## config.mk

```make
export PLATFORM = sky130hd
export DESIGN_NAME = text_to_signed_integer_parser_core
export DESIGN_NICKNAME = d
export VERILOG_FILES = /design/src/rtl/ttsi_pkg.sv /design/src/rtl/ttsi_accum.sv /design/src/rtl/ttsi_parser.sv /design/src/rtl/text_to_signed_integer_parser_core.sv
export SDC_FILE = /design/constraint.sdc
export NUM_CORES = 2
export LEC_CHECK = 0
export BUFFER_PORTS_ARGS = -buffer_cell sky130_fd_sc_hd__clkbuf_2
export CAP_MARGIN = 5
export CORE_MARGIN = 4
export CORE_UTILIZATION = 45
export DETAILED_ROUTE_END_ITERATION = 10
export GPL_TIMING_DRIVEN = 0
export SLEW_MARGIN = 20
export SYNTH_ARGS = -nofsm -noshare
export SYNTH_HDL_FRONTEND = slang
export SYNTH_SLANG_ARGS = --single-unit
```

## constraint.sdc

```tcl
create_clock -name clk_i -period 16.6 [get_ports clk_i]
set_clock_uncertainty 0.2 [all_clocks]
set_input_delay 1.66 -clock clk_i [delete_from_list [all_inputs] [get_ports clk_i]]
set_output_delay 1.66 -clock clk_i [all_outputs]
set_load 0.02 [all_outputs]
```

## src/rtl/ttsi_pkg.sv

```systemverilog
// Package for the streaming text-to-signed-integer parser.
// Holds payload structs, phase and status codes, character constants and
// the small character classification functions. Depends on nothing.
package ttsi_pkg;

  localparam int unsigned AccW             = 64;
  localparam int unsigned BaseW            = 6;
  localparam int unsigned ByteW            = 8;
  localparam int unsigned EndW             = 16;
  localparam int unsigned StatusW          = 2;
  localparam int unsigned IndexBitsDefault = 16;

  localparam logic [BaseW-1:0] BaseReset = 6'd10;
  localparam logic [BaseW-1:0] BaseAuto  = 6'd0;
  localparam logic [BaseW-1:0] BaseMin   = 6'd2;
  localparam logic [BaseW-1:0] BaseMax   = 6'd36;
  localparam logic [BaseW-1:0] BaseOct   = 6'd8;
  localparam logic [BaseW-1:0] BaseDec   = 6'd10;
  localparam logic [BaseW-1:0] BaseHex   = 6'd16;
  localparam logic [BaseW-1:0] NoDigit   = 6'd63;

  localparam logic [ByteW-1:0] ChTab   = 8'h09;
  localparam logic [ByteW-1:0] ChCr    = 8'h0D;
  localparam logic [ByteW-1:0] ChSpace = 8'h20;
  localparam logic [ByteW-1:0] ChPlus  = 8'h2B;
  localparam logic [ByteW-1:0] ChMinus = 8'h2D;
  localparam logic [ByteW-1:0] ChZero  = 8'h30;
  localparam logic [ByteW-1:0] ChNine  = 8'h39;
  localparam logic [ByteW-1:0] ChUpA   = 8'h41;
  localparam logic [ByteW-1:0] ChUpF   = 8'h46;
  localparam logic [ByteW-1:0] ChUpX   = 8'h58;
  localparam logic [ByteW-1:0] ChUpZ   = 8'h5A;
  localparam logic [ByteW-1:0] ChLoA   = 8'h61;
  localparam logic [ByteW-1:0] ChLoF   = 8'h66;
  localparam logic [ByteW-1:0] ChLoX   = 8'h78;
  localparam logic [ByteW-1:0] ChLoZ   = 8'h7A;
  // Letters count from ten: 'A' - 10 and 'a' - 10.
  localparam logic [ByteW-1:0] UpOffset = 8'd55;
  localparam logic [ByteW-1:0] LoOffset = 8'd87;

  typedef enum logic [2:0] {
    PhSpace  = 3'd0,
    PhSigned = 3'd1,
    PhZero   = 3'd2,
    PhXSeen  = 3'd3,
    PhDigits = 3'd4,
    PhDone   = 3'd5
  } phase_e;

  typedef enum logic [StatusW-1:0] {
    StOk     = 2'd0,
    StNoConv = 2'd1,
    StRange  = 2'd2
  } status_e;

  typedef struct packed {
    logic [ByteW-1:0] text_byte;
    logic             last_byte;
  } ttsi_in_t;

  typedef struct packed {
    logic signed [AccW-1:0] value;
    logic [EndW-1:0]        end_index;
    logic [StatusW-1:0]     status;
  } ttsi_out_t;

  function automatic logic [BaseW-1:0] digit_value(input logic [ByteW-1:0] c);
    logic [ByteW-1:0] d;
    d = {ByteW{1'b1}};
    if (c >= ChZero && c <= ChNine) begin
      d = c - ChZero;
    end else if (c >= ChUpA && c <= ChUpZ) begin
      d = c - UpOffset;
    end else if (c >= ChLoA && c <= ChLoZ) begin
      d = c - LoOffset;
    end
    return (d == {ByteW{1'b1}}) ? NoDigit : d[BaseW-1:0];
  endfunction

  function automatic logic is_hex(input logic [ByteW-1:0] c);
    return (c >= ChZero && c <= ChNine) || (c >= ChUpA && c <= ChUpF) ||
           (c >= ChLoA && c <= ChLoF);
  endfunction

  function automatic logic is_space(input logic [ByteW-1:0] c);
    return (c == ChSpace) || (c >= ChTab && c <= ChCr);
  endfunction

  function automatic logic base_ok(input logic [BaseW-1:0] b);
    return (b >= BaseMin) && (b <= BaseMax);
  endfunction

endpackage

```

## src/rtl/ttsi_accum.sv

```systemverilog
// Digit multiply-add with range check against the signed 64-bit limit.
// Purely combinational; uses ttsi_pkg.
module ttsi_accum
  import ttsi_pkg::*;
(
  input  logic [AccW-1:0]  acc_i,
  input  logic [BaseW-1:0] base_i,
  input  logic [BaseW-1:0] digit_i,
  input  logic             negative_i,
  output logic [AccW-1:0]  sum_o,
  output logic             over_o
);

  localparam int unsigned MacW = AccW + BaseW + 1;

  logic [MacW-1:0] prod;
  logic [MacW-1:0] mac;
  logic [AccW-1:0] limit;

  // A 64 by 6 bit product; the upper operand bits are zero.
  assign prod  = MacW'(acc_i) * MacW'(base_i);
  assign mac   = prod + MacW'(digit_i);
  assign limit = negative_i ? {1'b1, {(AccW-1){1'b0}}} : {1'b0, {(AccW-1){1'b1}}};

  // acc*base+digit above the limit is exactly the classic cutoff test.
  assign over_o = mac > MacW'(limit);
  assign sum_o  = mac[AccW-1:0];

endmodule

```

## src/rtl/ttsi_parser.sv

```systemverilog
// Per-string parse state: phase machine, sign, base, accumulator, positions.
// Produces the result for a byte marked last. Uses ttsi_pkg and ttsi_accum.
module ttsi_parser
  import ttsi_pkg::*;
#(
  parameter int unsigned IndexBits = IndexBitsDefault
) (
  input  logic             clk_i,
  input  logic             rst_ni,
  input  logic             step_i,
  input  ttsi_in_t         item_i,
  input  logic [BaseW-1:0] number_base_i,
  output ttsi_out_t        result_o
);

  phase_e                phase_q, phase_d;
  logic                  neg_q, neg_d;
  logic [BaseW-1:0]      active_q, active_d;
  logic [AccW-1:0]       acc_q, acc_d;
  logic                  digits_q, digits_d;
  logic                  ovf_q, ovf_d;
  logic [IndexBits-1:0]  pos_q, pos_d;
  logic [IndexBits-1:0]  stop_q, stop_d;

  logic [ByteW-1:0]      c;
  logic [BaseW-1:0]      dig;
  logic                  c_space, c_sign, c_x, c_hex;
  logic                  zero_pfx, first_char, do_take, take_stop;
  logic [BaseW-1:0]      eff_base, take_base;
  logic [AccW-1:0]       mac_sum;
  logic                  mac_over;
  logic [IndexBits-1:0]  stop_final;
  logic [EndW+IndexBits-1:0] stop_ext;

  assign c        = item_i.text_byte;
  assign dig      = digit_value(c);
  assign c_space  = is_space(c);
  assign c_sign   = (c == ChPlus) || (c == ChMinus);
  assign c_x      = (c == ChLoX) || (c == ChUpX);
  assign c_hex    = is_hex(c);

  assign first_char = ((phase_q == PhSpace) && !c_space && !c_sign) ||
                      (phase_q == PhSigned);
  assign zero_pfx   = ((number_base_i == BaseAuto) || (number_base_i == BaseHex)) &&
                      (c == ChZero);
  assign eff_base   = (number_base_i == BaseAuto) ? BaseDec : number_base_i;
  assign take_base  = first_char ? eff_base : active_q;
  assign do_take    = (first_char && !zero_pfx) || ((phase_q == PhZero) && !c_x) ||
                      (phase_q == PhDigits);
  assign take_stop  = !base_ok(take_base) || (dig >= take_base);

  ttsi_accum u_accum (
    .acc_i      (acc_q),
    .base_i     (take_base),
    .digit_i    (dig),
    .negative_i (neg_q),
    .sum_o      (mac_sum),
    .over_o     (mac_over)
  );

  // Next phase.
  always_comb begin
    phase_d = phase_q;
    unique case (phase_q)
      PhSpace: begin
        if (c_space) begin
          phase_d = PhSpace;
        end else if (c_sign) begin
          phase_d = PhSigned;
        end else begin
          phase_d = zero_pfx ? PhZero : (take_stop ? PhDone : PhDigits);
        end
      end
      PhSigned: phase_d = zero_pfx ? PhZero : (take_stop ? PhDone : PhDigits);
      PhZero:   phase_d = c_x ? PhXSeen : (take_stop ? PhDone : PhDigits);
      PhXSeen:  phase_d = c_hex ? PhDigits : PhDone;
      PhDigits: phase_d = take_stop ? PhDone : PhDigits;
      PhDone:   phase_d = PhDone;
      default:  phase_d = PhDone;
    endcase
  end

  // Datapath updates for the current byte.
  always_comb begin
    neg_d    = neg_q;
    active_d = active_q;
    acc_d    = acc_q;
    digits_d = digits_q;
    ovf_d    = ovf_q;
    stop_d   = stop_q;
    pos_d    = (pos_q == {IndexBits{1'b1}}) ? pos_q : pos_q + 1'b1;

    if ((phase_q == PhSpace) && (c == ChMinus)) begin
      neg_d = 1'b1;
    end
    if (first_char && zero_pfx) begin
      active_d = (number_base_i == BaseHex) ? BaseHex : BaseOct;
      digits_d = 1'b1;
      acc_d    = '0;
    end else if (first_char) begin
      active_d = eff_base;
    end
    if (do_take) begin
      if (take_stop) begin
        stop_d = pos_q;
      end else begin
        digits_d = 1'b1;
        if (!ovf_q) begin
          if (mac_over) begin
            ovf_d = 1'b1;
          end else begin
            acc_d = mac_sum;
          end
        end
      end
    end
    if ((phase_q == PhZero) && c_x) begin
      stop_d = pos_q;
    end
    if ((phase_q == PhXSeen) && c_hex) begin
      active_d = BaseHex;
      acc_d    = AccW'(dig);
    end
  end

  // Result for a string that ends with this byte.
  assign stop_final = ((phase_d == PhDone) || (phase_d == PhXSeen)) ? stop_d : pos_d;
  assign stop_ext   = {{EndW{1'b0}}, stop_final};

  always_comb begin
    result_o.value     = '0;
    result_o.end_index = '0;
    result_o.status    = StNoConv;
    if (digits_d) begin
      result_o.end_index = stop_ext[EndW-1:0];
      if (ovf_d) begin
        result_o.value  = neg_d ? {1'b1, {(AccW-1){1'b0}}} : {1'b0, {(AccW-1){1'b1}}};
        result_o.status = StRange;
      end else begin
        result_o.value  = neg_d ? (AccW'(0) - acc_d) : acc_d;
        result_o.status = StOk;
      end
    end
  end

  always_ff @(posedge clk_i or negedge rst_ni) begin
    if (!rst_ni) begin
      phase_q  <= PhSpace;
      neg_q    <= 1'b0;
      active_q <= '0;
      acc_q    <= '0;
      digits_q <= 1'b0;
      ovf_q    <= 1'b0;
      pos_q    <= '0;
      stop_q   <= '0;
    end else if (step_i && item_i.last_byte) begin
      phase_q  <= PhSpace;
      neg_q    <= 1'b0;
      active_q <= '0;
      acc_q    <= '0;
      digits_q <= 1'b0;
      ovf_q    <= 1'b0;
      pos_q    <= '0;
      stop_q   <= '0;
    end else if (step_i) begin
      phase_q  <= phase_d;
      neg_q    <= neg_d;
      active_q <= active_d;
      acc_q    <= acc_d;
      digits_q <= digits_d;
      ovf_q    <= ovf_d;
      pos_q    <= pos_d;
      stop_q   <= stop_d;
    end
  end

endmodule

```

## src/rtl/text_to_signed_integer_parser_core.sv

```systemverilog
// Top level of the streaming text-to-signed-integer parser.
// Holds the base register, input register and result register; uses ttsi_pkg
// and ttsi_parser.
//
//   channel | direction | handshake            | payload
//   --------+-----------+----------------------+-------------------------------
//   in      | sink      | in_valid_i/in_ready_o | in_req_i  (text_byte, last_byte)
//   out     | source    | out_valid_o/out_ready_i | out_req_o (value, end_index,
//           |           |                      |            status)
//   cfg     | sink      | cfg_we_i, no wait    | cfg_wdata_i (number_base)
//
// One byte is accepted per cycle when nothing stalls. A request is captured in
// the input register, and when it advances the parse state moves on by
// one byte through a 64 by 6 bit multiply-add and a limit compare; this
// loop on the accumulator sets the rate. The result of a byte marked last
// is loaded into the result register when that byte advances, and waits
// there until out_ready_i takes it.
// Reset clears the base to ten and all parse state; payload registers are
// not reset. While a result waits in the result register, ordinary bytes keep
// flowing; only a further byte marked last waits for the result to be taken.
module text_to_signed_integer_parser_core
  import ttsi_pkg::*;
#(
  parameter int unsigned IndexBits = IndexBitsDefault
) (
  input  logic             clk_i,
  input  logic             rst_ni,
  input  logic             cfg_we_i,
  input  logic [BaseW-1:0] cfg_wdata_i,
  input  logic             in_valid_i,
  output logic             in_ready_o,
  input  ttsi_in_t         in_req_i,
  output logic             out_valid_o,
  input  logic             out_ready_i,
  output ttsi_out_t        out_req_o
);

  logic [BaseW-1:0] number_base_q;
  ttsi_in_t         in_q;
  logic             in_valid_q, in_valid_d;
  ttsi_out_t        out_q;
  logic             out_valid_q, out_valid_d;
  ttsi_out_t        result;
  logic             advance;
  logic             in_take;
  logic             out_load;

  // The registered byte moves into the parser unless it closes a string and
  // the result register is still occupied by an untaken result.
  assign advance  = in_valid_q && (!in_q.last_byte || !out_valid_q || out_ready_i);
  assign out_load = advance && in_q.last_byte;

  assign in_ready_o = !in_valid_q || advance;
  assign in_take    = in_valid_i && in_ready_o;

  always_comb begin
    in_valid_d = in_valid_q;
    if (in_take) begin
      in_valid_d = 1'b1;
    end else if (advance) begin
      in_valid_d = 1'b0;
    end
  end

  always_comb begin
    out_valid_d = out_valid_q;
    if (out_load) begin
      out_valid_d = 1'b1;
    end else if (out_ready_i) begin
      out_valid_d = 1'b0;
    end
  end

  ttsi_parser #(
    .IndexBits (IndexBits)
  ) u_parser (
    .clk_i         (clk_i),
    .rst_ni        (rst_ni),
    .step_i        (advance),
    .item_i        (in_q),
    .number_base_i (number_base_q),
    .result_o      (result)
  );

  // Control state.
  always_ff @(posedge clk_i or negedge rst_ni) begin
    if (!rst_ni) begin
      number_base_q <= BaseReset;
      in_valid_q    <= 1'b0;
      out_valid_q   <= 1'b0;
    end else begin
      if (cfg_we_i) begin
        number_base_q <= cfg_wdata_i;
      end
      in_valid_q  <= in_valid_d;
      out_valid_q <= out_valid_d;
    end
  end

  // Payload registers.
  always_ff @(posedge clk_i) begin
    if (in_take) begin
      in_q <= in_req_i;
    end
    if (out_load) begin
      out_q <= result;
    end
  end

  assign out_valid_o = out_valid_q;
  assign out_req_o   = out_q;

endmodule
```

======== Yosys cells after proc, flatten, opt, wreduce, memory -nomap -nowiden ========
Cells that the tools add are included.
storage, ports and cells
  flip-flop bits (word level) ............. 207
operators by class
  $add $sub $neg .......................... 6
  $mul .................................... 1
  $lt $le $gt $ge ......................... 14
  equality and inequality tests ........... 15
  multiplexer cells ....................... 60
  reductions and logical operators ........ 46
operators with widths
  kind                                                             number
  2-to-1 mux 64 bit                                                12
  2-to-1 mux 16 bit                                                9
  adder 70 x 6 -> 71 bit                                           1
  greater-than comparator 71 x 64 -> 1 bit                         1
  multiplier 64 x 6 -> 70 bit                                      1
  subtractor 1 x 64 -> 64 bit (first input constant)               1
  2-to-1 mux 6 bit                                                 7
  equality test 8 x 6 -> 1 bit (second input constant)             4
  less-or-equal comparator 8 x 7 -> 1 bit (second input constant)  4
  2-to-1 mux 8 bit                                                 3
  2-to-1 mux 1 bit                                                 20
  logical AND 1 bit                                                19
  2-to-1 mux 3 bit                                                 6
  adder 16 x 1 -> 16 bit (second input constant)                   1
  equality test 16 bit (second input constant)                     1
  equality test 8 x 7 -> 1 bit (second input constant)             2
  >= comparator 8 x 7 -> 1 bit (second input constant)             2
  subtractor 8 x 6 -> 8 bit (second input constant)                2
  case mux 3 bit (5 select lines)                                  1
  logical OR 1 bit                                                 14
  equality test 3 x 2 -> 1 bit (second input constant)             3
  equality test 8 bit (second input constant)                      1
  >= comparator 8 x 4 -> 1 bit (second input constant)             1
  >= comparator 8 x 6 -> 1 bit (second input constant)             1
  other kinds (15)                                                 25

======== Logic depth before layout (Yosys ltp) ========
  depth in word-level cells ............... 20
  gate-level depth with buffers ........... 58

======== By module ========
Synthesis repeated with hierarchy kept, for this count alone.
unflattened totals
  cells, all modules ...................... 3377
  area, all modules ....................... 29226.8 um^2
by module, submodules not included
  module                              instances  cells each  area an instance (um^2)
  ttsi_accum                          1          1771        14959.3
  ttsi_parser                         1          1492        11175.7
  text_to_signed_integer_parser_core  1          114         3091.7

======== Least setup slack after synthesis ========
No wires, ideal clock.
  path kind ............................... register -> register
  from .................................... register in_q[2] in the netlist's numbering
  to ...................................... register out_q, in the netlist out_req_o[58] (data pin)
  library setup time ...................... 0.259 ns
  data arrival time ....................... 11.229 ns
  required time ........................... 16.141 ns
  setup slack ............................. 4.912 ns
  stages on the path, launching flop included .. 54
  clock period less this slack ............ 11.688 ns
  cell sequence ........................... edfxtp_1 > clkbuf_1 > inv_1 > ha_1 > mux2_1 > a21oi_1 > o221ai_2 > nand2_2 > buf_4 > mux2_4 > clkbuf_1 > clkbuf_1 > and2_1 > fa_1 > fa_1 > fa_1 > ha_1 > ha_1 > (+18 left out) > o211ai_1 > nor4b_2 > nand4_1 > nor3_2 > buf_4 > buf_4 > buf_2 > buf_2 > buf_2 > a21oi_1 > o21ai_0 > ha_1 > nand4_1 > nor3_1 > buf_2 > nand2_1 > and3_1 > a211o_1
on the way
  cells in the longest elaborated chain, start to end .. 19
  elaborated cells on any way between the ends .. 78
RTL lines
  item                                                                                            line                                       RTL
  start, declared                                                                                 text_to_signed_integer_parser_core.sv:39   ttsi_in_t in_q;
  start signal, assigned                                                                          text_to_signed_integer_parser_core.sv:103  in_q <= in_req_i;
  >= comparator 8 x 4 -> 1 bit / less-or-equal comparator 8 x 4 -> 1 bit (equally long branches)  ttsi_pkg.sv:86                             return (c == ChSpace) || (c >= ChTab && c <= ChCr);
  logical AND 1 bit                                                                               ttsi_pkg.sv:86
  logical OR 1 bit                                                                                ttsi_pkg.sv:86
  zero test 1 bit                                                                                 ttsi_parser.sv:42                          assign first_char = ((phase_q == PhSpace) && !c_space && !c_sign) ||
  logical AND 1 bit (2 in series)                                                                 ttsi_parser.sv:42
  logical OR 1 bit                                                                                ttsi_parser.sv:42
  2-to-1 mux 6 bit                                                                                --
  multiplier 64 x 6 -> 70 bit                                                                     ttsi_accum.sv:21                           assign prod = MacW'(acc_i) * MacW'(base_i);
  (+2 left out)                                                                                   --
  2-to-1 mux 64 bit                                                                               ttsi_parser.sv:109                         if (mac_over) begin
  2-to-1 mux 64 bit                                                                               ttsi_parser.sv:108                         if (!ovf_q) begin
  2-to-1 mux 64 bit                                                                               ttsi_parser.sv:104                         if (take_stop) begin
  2-to-1 mux 64 bit                                                                               ttsi_parser.sv:103                         if (do_take) begin
  2-to-1 mux 64 bit                                                                               ttsi_parser.sv:120                         if ((phase_q == PhXSeen) && c_hex) begin
  subtractor 1 x 64 -> 64 bit                                                                     ttsi_parser.sv:140                         result_o.value = neg_d ? (AccW'(0) - acc_d) : acc_d;
  2-to-1 mux 64 bit                                                                               ttsi_parser.sv:140
  2-to-1 mux 64 bit                                                                               ttsi_parser.sv:136                         if (ovf_d) begin
  end signal, assigned                                                                            text_to_signed_integer_parser_core.sv:106  out_q <= result;
  end, declared                                                                                   text_to_signed_integer_parser_core.sv:41   ttsi_out_t out_q;
Parallel ways exist; a longest one is shown, timed or not.
A chain may end at the register's enable or synchronous reset.

======== Final worst setup path ========
  from .................................... register in_q[2] in the netlist's numbering
  to ...................................... register out_q, in the netlist out_req_o[50] (data pin)
The elaborated chain is that of the path after synthesis.

==> impl_metrics.csv <==
group,metric,value,unit
floorplanning,die_y,262,um
synth,synth_area_leaders,"fa_1 (17%), ha_1 (10%), dfrtp_1 (9.9%)",
setup_path,critPathKind,"flop to flop",
timing,drv_slew,0,
synth,synth_fp_nets,4000,
synth,yosysUniqueCellTypes,110,
setup_path,worstPathMaxFanout,10,
synth,synthArstFlopShare,56.0,%
outcome,outcome,"completed",
floorplanning,die_w,262,um
synth,yosys_register_bits,207,
global_route,grt_usage,35.1,%
placement,hpwl,94600,um
routing,wirelength,122000,um
cts,clkTransAtPathRegs,60,ps
routing,first_iter_violations,4167,
timing,worst_hold_slack,280,ps
placement,dpl-instance-area,30700,um2
power_and_ir_drop,finalPower,3.98,mW
cells_and_area,ff_latch_area,5640,um2
synth,yosysWarnings,0,
floorplanning,die_area,68400,um2
global_route,overflow,0,
cells_and_area,fill_cells,6226,
floorplanning,io_pins,104,
routing,firstDrtPassIters,9,
timing,finalCritPeriodShare,97.8,%
routing,wl_per_cell,27.0,um
min_path,min_path_type,"flop to flop",
run,cap_violations,0,
synth,syn_avg_cell_area,8.28,um2
cts,cts_tree,"yes",
global_route,first_global_vias,27528,
cells_and_area,layout-drive-gt1-share,8.52,%
routing,drc,0,
synth,synth_top_area_share,17.4,%
cells_and_area,final_cell_area,31700,um2
cells_and_area,final_nets,4141,
floorplanning,core,63400,um2
setup_path,cp.arrival,16260,ps
placement,routabilityCongestion,1.04,
cells_and_area,multi_input_area,21500,um2
cts,cts-htree-levels,1,
timing,relSlewSlack,15.2,%
setup_path,cp_slowest_cell,"nor4_2",
synth,syn_area,28900,um2
cts,clockBufferDepth,3,
global_route,grt_pass1_wl,180000,um
cts,clock_latency,620,ps
cells_and_area,area_growth,9.57,%
floorplanning,start_util,45.6,%
setup_path,critPathMaxStageDelay,670,ps
global_route,grt_max_degree,66,
power_and_ir_drop,ir_worst_vdd,0.106,mV
timing,hold_violations,0,
setup_path,endpoint_kind,"flop",
cells_and_area,stdcell_count,4509,
synth,synth-edff-count,91,
placement,dp.cells,4451,
timing,fmax,61.6,MHz
timing,finalCriticalPeriod,16230,ps
synth,syn_inst,3497,
cts,cts_hold_buf,0,
timing,rsz0062_at_grt,"false",
cts,cts_root_buffer,"clkbuf_16",
floorplanning,placementRows,92,
setup_path,critPathRequiredTime,16630,ps
routing,vias_per_cell,6.34,
synth,ys.flop_type,"dfrtp_1",
timing,setup_tns,0,ps
timing,worst_slew_pin_slew,1270,ps
cts,cts_sinks,207,
power_and_ir_drop,p_leak,15.0,nW
routing,detail-route-antenna-nets,0,
global_route,antenna_found_initial,6,
synth,synth-seq-area-share,19.5,%
synth,synth_largest_area_cell,"fa_1",
placement,port_buffers,102,
routing,routed-via-count,28606,
setup_path,startpoint_type,"flop",
cts,numCtsBuffers,29,
timing,setup_viol,0,
power_and_ir_drop,power.density,126,nW/um2
Yosys cell counts, types with 56 or more instances:
cell type	number
nand2_1	506
and2_1	267
o21ai_0	261
fa_1	252
a21oi_1	232
ha_1	231
inv_1	214
clkbuf_1	166
nor2_1	166
dfrtp_1	114
edfxtp_1	91
nand3_1	78
nand4_1	70
nor3_1	56
report_power, final:
part           switching, mW  total, mW  internal [mW]
Clock                  0.269      0.649          0.380
Sequential            0.0522      0.643          0.591
Combinational           1.96       2.69          0.733
repair_timing:
action	in CTS	in global routing
setup endpoints to repair	29	29
gates resized for setup	5	25
setup buffers	0	4
pin swaps	0	1
placed cells by master (no fill, tap or decap), types with 20 or more instances in the layout:
cell	instances
a21o_1	42
a21oi_1	230
a22oi_1	20
a31oi_1	45
and2_1	267
and3_1	34
buf_1	35
buf_2	46
clkbuf_1	160
clkbuf_16	29
clkbuf_2	110
dfrtp_1	113
edfxtp_1	91
fa_1	252
ha_1	231
inv_1	214
mux2i_1	47
nand2_1	506
nand2b_1	21
nand3_1	78
nand4_1	70
nor2_1	163
nor3_1	52
o211ai_1	33
o21a_1	21
o21ai_0	260
or3_1	20
xnor2_1	42
xor2_1	30
worst paths after layout:
check                                            startpoint                                to  slack (ps)  cells past startpoint
setup / recovery                          in_q[2]$_DFFE_PP_       out_req_o[50]$_SDFFCE_PN0P_         370                     52
hold / removal             u_parser.active_q[2]$_DFFE_PN0P_  u_parser.active_q[2]$_DFFE_PN0P_         280                      2
setup reg to reg                          in_q[2]$_DFFE_PP_       out_req_o[50]$_SDFFCE_PN0P_         370                     52
hold reg to reg            u_parser.active_q[2]$_DFFE_PN0P_  u_parser.active_q[2]$_DFFE_PN0P_         280                      2
max in group asynchronous                            rst_ni        u_parser.neg_q$_DFFE_PN0P_       14630                      2
min in group asynchronous                            rst_ni    u_parser.stop_q[7]$_DFFE_PN0P_         830                      1
registers in the layout, indices dropped and copies added, names as in the netlist:
name	flops
in_q	9
in_valid_q	1
number_base_q	6
out_req_o	82
out_valid_o	1
u_parser.acc_q	64
u_parser.active_q	6
u_parser.digits_q	1
u_parser.neg_q	1
u_parser.ovf_q	1
u_parser.phase_q	3
u_parser.pos_q	16
u_parser.stop_q	16
stage by stage:
step                setup slack (ps)  util [%]
CTS                             81.4      49.9
global route                     102      50.0
global placement                -935      48.1
finish                           366      50.0
floorplan                       4910         -
detailed placement              -658      48.3
per-layer routing:
layer / global-route usage, % / part of all wire [%] / wire length [um] / vias to the layer above
li1: - / - / - / 12512
met2: 52.6 / 42 / 51500 / 1749
met4: 16.9 / 6.5 / 7870 / 4
met3: 7.60 / 11 / 13400 / 424
met1: 48.3 / 40 / 48800 / 13917
met5: 0 / 0.022 / 27 / -
area by class of cell:
class	instances	share of cell area, %
clock inverters	15	0.576
well taps	846	3.34
clock buffers	39	2.47
flip-flops and latches	207	17.8
diodes	2	0.0158
repair buffers	113	2.13
multi-input cells	2818	67.8
plain buffers	252	3.33
inverters	217	2.57
critical path: cells and delay by family (launching register included):
kind,cells,cell delay [ps]
AOI/OAI and AO/OA,16,3660
xor gates and xnor gates,1,470
and+or+nand+nor,12,3440
muxes,1,340
DFF,1,380
adders and majority gates,8,3480
buffers and inverters,14,3850
cells by family after synthesis:
| family | after synthesis | synth area share, % |
|---|---|---|
| compound gates | 863 | 19.0 |
| mux | 65 | 2.35 |
| fa+ha+maj | 483 | 27.4 |
| buf+inv | 472 | 6.44 |
| xor+xnor | 72 | 2.18 |
| flops | 207 | 19.5 |
| simple gates | 1335 | 23.2 |
Note: power is estimated with default switching activity, not from simulation.
